**src/hdl/pdr_pkg.sv**
```systemverilog
`default_nettype none
package pdr_pkg;

	localparam int MAX_LEN = 4096;
	localparam int DEPTH   = MAX_LEN + 1;
	localparam int ADDR_W  = $clog2(DEPTH);
	localparam int PW      = 28;
	localparam int PROB_W  = 17;
	localparam int POS_W   = 13;
	localparam int CFG_IDX_W = 2;

	localparam logic [PW-1:0] PREFIX_MAX = {PW{1'b1}};

	localparam logic [CFG_IDX_W-1:0] CFG_TRIGGER = 2'd0;
	localparam logic [CFG_IDX_W-1:0] CFG_EDGE    = 2'd1;
	localparam logic [CFG_IDX_W-1:0] CFG_MULTI   = 2'd2;

	localparam logic [PROB_W-1:0] TRIGGER_RST = 17'd16384;
	localparam logic [PROB_W-1:0] EDGE_RST    = 17'd6554;
	localparam logic [PROB_W-1:0] MULTI_RST   = 17'd13107;

	typedef enum logic [1:0] {
		ST_IDLE,
		ST_CALC,
		ST_SCAN,
		ST_OUT
	} pdr_state_t;

	typedef enum logic [1:0] {
		SC_IDLE,
		SC_BASE,
		SC_PAIR,
		SC_DRAIN
	} pdr_scan_phase_t;

	typedef struct packed {
		logic              go;
		logic [ADDR_W-1:0] lo;
		logic [ADDR_W-1:0] hi;
		logic [PW-1:0]     end_hi;
	} pdr_scan_cmd_t;

	typedef struct packed {
		logic              en;
		logic [ADDR_W-1:0] b_addr;
		logic [ADDR_W-1:0] e_addr;
	} pdr_rd_req_t;

	typedef struct packed {
		logic done;
		logic multi;
	} pdr_scan_sts_t;

endpackage
`default_nettype wire

```
**src/hdl/pdr_scan.sv**
```systemverilog
`default_nettype none
module pdr_scan (
	input  wire logic                          clk,
	input  wire logic                          arst_n,
	input  wire pdr_pkg::pdr_scan_cmd_t        cmd,
	input  wire logic [pdr_pkg::PROB_W-1:0]    multi_thr,
	output pdr_pkg::pdr_rd_req_t               rd,
	input  wire logic [pdr_pkg::PW-1:0]        b_rdata,
	input  wire logic [pdr_pkg::PW-1:0]        e_rdata,
	output pdr_pkg::pdr_scan_sts_t             sts
);

	pdr_pkg::pdr_scan_phase_t phase_q, phase_d;

	logic [pdr_pkg::ADDR_W-1:0] z_q;
	logic [pdr_pkg::ADDR_W-1:0] hi_q;
	logic [pdr_pkg::PW-1:0]     ehi_q;
	logic [pdr_pkg::PW-1:0]     base_q;
	logic                       flag_q;
	logic                       base_s1;
	logic                       pair_s1;
	logic                       zero_s1;

	logic [pdr_pkg::PW-1:0] thr_ext;
	logic [pdr_pkg::PW-1:0] e_val;
	logic [pdr_pkg::PW-1:0] b_val;
	logic                   hit;

	always_comb begin
		phase_d = phase_q;
		rd      = '0;
		case (phase_q)
			pdr_pkg::SC_IDLE: begin
				if (cmd.go) begin
					phase_d = pdr_pkg::SC_BASE;
				end
			end
			pdr_pkg::SC_BASE: begin
				rd.en     = 1'b1;
				rd.b_addr = z_q - pdr_pkg::ADDR_W'(1);
				phase_d   = pdr_pkg::SC_PAIR;
			end
			pdr_pkg::SC_PAIR: begin
				rd.en     = 1'b1;
				rd.e_addr = z_q - pdr_pkg::ADDR_W'(1);
				rd.b_addr = z_q;
				if (z_q == hi_q) begin
					phase_d = pdr_pkg::SC_DRAIN;
				end
			end
			pdr_pkg::SC_DRAIN: begin
				phase_d = pdr_pkg::SC_IDLE;
			end
			default: begin
				phase_d = pdr_pkg::SC_IDLE;
			end
		endcase
	end

	// index zero of both prefix stores reads as zero
	assign thr_ext = pdr_pkg::PW'(multi_thr);
	assign e_val   = ehi_q - (zero_s1 ? '0 : e_rdata);
	assign b_val   = b_rdata - base_q;
	assign hit     = pair_s1 && (e_val >= thr_ext) && (b_val >= thr_ext);

	assign sts.done  = (phase_q == pdr_pkg::SC_DRAIN);
	assign sts.multi = flag_q | hit;

	always_ff @(posedge clk or negedge arst_n) begin
		if (!arst_n) begin
			phase_q <= pdr_pkg::SC_IDLE;
			flag_q  <= 1'b0;
			base_s1 <= 1'b0;
			pair_s1 <= 1'b0;
		end else begin
			phase_q <= phase_d;
			base_s1 <= (phase_q == pdr_pkg::SC_BASE);
			pair_s1 <= (phase_q == pdr_pkg::SC_PAIR);
			if (phase_q == pdr_pkg::SC_IDLE && cmd.go) begin
				flag_q <= 1'b0;
			end else begin
				flag_q <= flag_q | hit;
			end
		end
	end

	always_ff @(posedge clk) begin
		zero_s1 <= (z_q == pdr_pkg::ADDR_W'(1));
		if (phase_q == pdr_pkg::SC_IDLE && cmd.go) begin
			z_q   <= cmd.lo;
			hi_q  <= cmd.hi;
			ehi_q <= cmd.end_hi;
		end else if (phase_q == pdr_pkg::SC_PAIR) begin
			z_q <= z_q + pdr_pkg::ADDR_W'(1);
		end
		if (base_s1) begin
			base_q <= zero_s1 ? '0 : b_rdata;
		end
	end

endmodule
`default_nettype wire

```
**config.mk**
```make
export PLATFORM = sky130hd
export DESIGN_NAME = pdr_scan
export DESIGN_NICKNAME = d
export VERILOG_FILES = /design/src/hdl/pdr_pkg.sv /design/src/hdl/pdr_scan.sv
export SDC_FILE = /design/constraint.sdc
export NUM_CORES = 1
export LEC_CHECK = 0
export BUFFER_PORTS_ARGS = -buffer_cell sky130_fd_sc_hd__buf_4
export CAP_MARGIN = 10
export CORE_ASPECT_RATIO = 1.1
export CORE_MARGIN = 5
export CORE_UTILIZATION = 30
export CTS_CLUSTER_SIZE = 16
export DETAILED_ROUTE_END_ITERATION = 6
export GPL_TIMING_DRIVEN = 0
export HOLD_SLACK_MARGIN = 0.06
export PLACE_DENSITY = 0.58
export SETUP_SLACK_MARGIN = 0.15
export SLEW_MARGIN = 20
export SYNTH_ARGS = -nofsm -noshare
export SYNTH_HDL_FRONTEND = slang
export SYNTH_SLANG_ARGS = --single-unit
```
**constraint.sdc**
```tcl
create_clock -name clk -period 11.82 [get_ports clk]
set_input_delay 0.591 -clock clk [delete_from_list [all_inputs] [get_ports clk]]
set_output_delay 0.591 -clock clk [all_outputs]
set_load 0.05 [all_outputs]
```
==> impl_metrics.tcl <==
set metrics [dict create \
    cts_tree "yes" \
    yosysSeqAreaShare_pct 31.8 \
    path_clk_slew_ns 0.08 \
    synthToLayoutAreaGrowth_pct 23.6 \
    path_max_fanout 10 \
    p_leak_uw 0.00440 \
    worstSkewPairLatency_ns 0.37 \
    regArea_mm2 0.00261 \
    slew_viol_final 0 \
    crit_chain "clkbuf_1 > clkbuf_1 > nor2b_1 > ha_1 > inv_1 > fa_1 > a21oi_1 > o21ai_1 > a21o_1 > a21oi_1 > o21ai_1 > a21o_1 > a21oi_1 > xnor2_1 > ha_1 > nand4_1 > a21oi_1 > o41ai_1 > nor4bb_1 > nand4_1 > o31ai_1 > nor2_1 > buf_4" \
    syn_area_mm2 0.00820 \
    drc 0 \
    drive_above_1_share_pct 18.9 \
    fin_skew_ns 0.0166 \
    grt_max_degree 51 \
    synth_seq_cells 88 \
    yosysWarnings 0 \
    clk_path_buf_depth 2 \
    period_share_pct 53.2 \
    finalSetupViolCount 0 \
    power_uw 2040 \
    fin_nets 1323 \
    root_buffer "clkbuf_16" \
    grt_setup_unrepaired "no" \
    multiInputGateArea_mm2 0.00512 \
    ir_worst_vdd_mv 0.185 \
    cap_viol_max_count 0 \
    syn-num-nets 1153 \
    tns_ns 0 \
    numCtsBuffers 9 \
    dp_cells 1439 \
    crit_slowest_cell "fa_1" \
    hpwl_um 18600 \
    fp.coreArea_mm2 0.0270 \
    tightest_slew_ns 0.696 \
    final_util_pct 37.6 \
    antenna_cells 0 \
    initial_core_util_pct 30.4 \
    die_y_um 183 \
    io_pins 159 \
    endpoint_kind "primary output" \
    antenna_found_initial 0 \
    port_buffers 158 \
    fin_cells 1456 \
    crit_arrival_ns 5.70 \
    netlist_instances 924 \
    drt-total-wl_um 22800 \
    grt_overflow 0 \
    outcome "finished clean" \
    n_fill_cell 2776 \
    gp_congestion 0.880 \
    asyncSetResetFlopFracSynth_pct 5.68 \
    wl_per_cell_um 15.7 \
    vias 7159 \
    viasPerCell 4.92 \
    critical_path_class "reg2out" \
    cpPeakStageDelay_ns 0.40 \
    grt_pass1_wl_um 36600 \
    synth_edf_count 82 \
    rows 63 \
    crit_required_ns 11.23 \
    clock-sinks 88 \
    max_freq_mhz 159 \
    critical_path.most_common_cell "a21oi_1" \
    startpoint_type "register" \
    postCtsSetupBuffers 0 \
    relSlewSlack_pct 53.6 \
    synth-main-ff-cell "edfxtp_1" \
    hp-class "in2reg" \
    yosysUniqueCellTypes 71 \
    syn_area_per_cell_um2 8.88 \
    drt-pass1-iter-count 5 \
    die_w_um 168 \
    final-hold-violation-count 0 \
    power_density_mw_per_mm2 201 \
    grt_pass1_vias 7402 \
    r2r_setup_slack_ns 6.58 \
    final_antenna_net_count 0 \
    fin_crit_ns 6.29 \
    die_area_mm2 0.0307 \
    htreeDepth 3 \
    initialDrtViolationCount 424 \
    grtUsageTotal_pct 14.6 \
]
## worst paths after layout
path | endpoint | start | cells after the start
min in group asynchronous | flag_q | arst_n | 2
max | sts[0] | zero_s1 | 23
max reg2reg | flag_q | zero_s1 | 22
max in group asynchronous | base_s1 | arst_n | 2
min reg2reg | phase_q[0] | phase_q[0] | 1
min | ehi_q[26] | cmd[26] | 1
## cell type report
class	instances	area share [%]
well taps	357	4.40
clock buffers	9	2.22
clock inverters	7	0.691
inverters	67	2.48
multi-input cells	725	50.5
flip-flops and latches	88	25.7
plain buffers	44	2.16
repair buffers	159	11.8
## repair_timing
action / in CTS / in global routing
hold buffers: 1 / 0
endpoints found under the hold margin: 5 / 0
gates resized for setup: 0 / 0
## logic make-up (layout without fill, tap and decap cells)
| logic type | after synthesis | in the layout | share of synthesized area (%) |
|---|---|---|---|
| XOR/XNOR | 75 | 75 | 8.01 |
| AND/OR/NAND/NOR | 310 | 310 | 20.2 |
| multiplexers | 5 | 5 | 0.625 |
| AO/OA/AOI/OAI | 236 | 236 | 18.4 |
| adder cells (fa/ha/maj) | 99 | 99 | 15.3 |
| flip-flops | 88 | 88 | 31.8 |
| buffers and inverters | 111 | 286 | 5.74 |
## worst max-delay path, delay by kind of cell (launching register included)
| family | cells | cell delay, ns |
|---|---|---|
| AOI/OAI and AO/OA | 10 | 2.24 |
| buffers and inverters | 4 | 0.96 |
| adders and majority gates | 3 | 0.84 |
| and+or+nand+nor | 5 | 0.81 |
| DFF | 1 | 0.31 |
| xor gates and xnor gates | 1 | 0.15 |
## state kept, by name, summed over array words and instances (netlist names)
signal   flops
base_q      28
base_s1      1
ehi_q       28
flag_q       1
hi_q        13
pair_s1      1
phase_q      2
z_q         13
zero_s1      1
## synth_stat cells (4+ instances only)
| cell type | count | area (µm²) |
|---|---|---|
| a211oi_1 | 5 | 37.5 |
| a21o_1 | 24 | 180 |
| a21oi_1 | 72 | 360 |
| a22oi_1 | 9 | 67.6 |
| and2_1 | 18 | 113 |
| and3_1 | 5 | 31.3 |
| and4_1 | 5 | 43.8 |
| buf_2 | 10 | 50.1 |
| buf_6 | 5 | 56.3 |
| clkbuf_1 | 28 | 105 |
| dfrtp_1 | 5 | 125 |
| edfxtp_1 | 82 | 2460 |
| ha_1 | 97 | 1210 |
| inv_1 | 67 | 251 |
| mux2i_1 | 4 | 40.0 |
| nand2_1 | 69 | 259 |
| nand2b_1 | 37 | 231 |
| nand3_1 | 22 | 110 |
| nand4_1 | 15 | 93.8 |
| nor2_1 | 43 | 161 |
| nor2b_1 | 49 | 307 |
| nor3_1 | 18 | 90.1 |
| nor4_1 | 9 | 56.3 |
| o211ai_1 | 9 | 67.6 |
| o21a_1 | 11 | 82.6 |
| o21ai_0 | 47 | 235 |
| o21ai_1 | 14 | 70.1 |
| o21bai_1 | 6 | 45.0 |
| xnor2_1 | 40 | 350 |
| xor2_1 | 35 | 307 |
## where the power goes
| part | internal (µW) | switching [µW] | leakage (µW) |
|---|---|---|---|
| sequential | 456 | 51.2 | 0.000835 |
| clock | 150 | 151 | 0.000144 |
| combinational | 467 | 764 | 0.00342 |
| total | 1070 | 967 | 0.00440 |
## metrics by stage
step	hold slack, ns	worst slack, ns	area (µm²)
floorplan	0.295	7.00	8200
global placement	0.399	5.87	9830
detailed placement	0.400	5.81	9840
CTS	0.386	5.39	10100
global route	0.381	4.85	10100
finish	0.401	5.53	10100
## layout by cell type, fill, tap and decap left out, types with 22 or more instances in the layout
cell,n
xor2_1,35
clkbuf_1,28
nand2_1,69
inv_1,67
edfxtp_1,82
nand2b_1,37
xnor2_1,40
a21o_1,24
nor2b_1,49
o21ai_0,47
buf_4,159
nand3_1,22
a21oi_1,72
ha_1,97
nor2_1,43
## per-layer routing
metal	track usage (%)	part of all wire [%]	up-vias
met2	25.2	49	159
met4	3.96	1.3	0
met1	18.5	45	3327
li1	-	-	3655
met3	3.42	4.8	18
met5	0	0	-
Power figures use the tool's default switching activity.
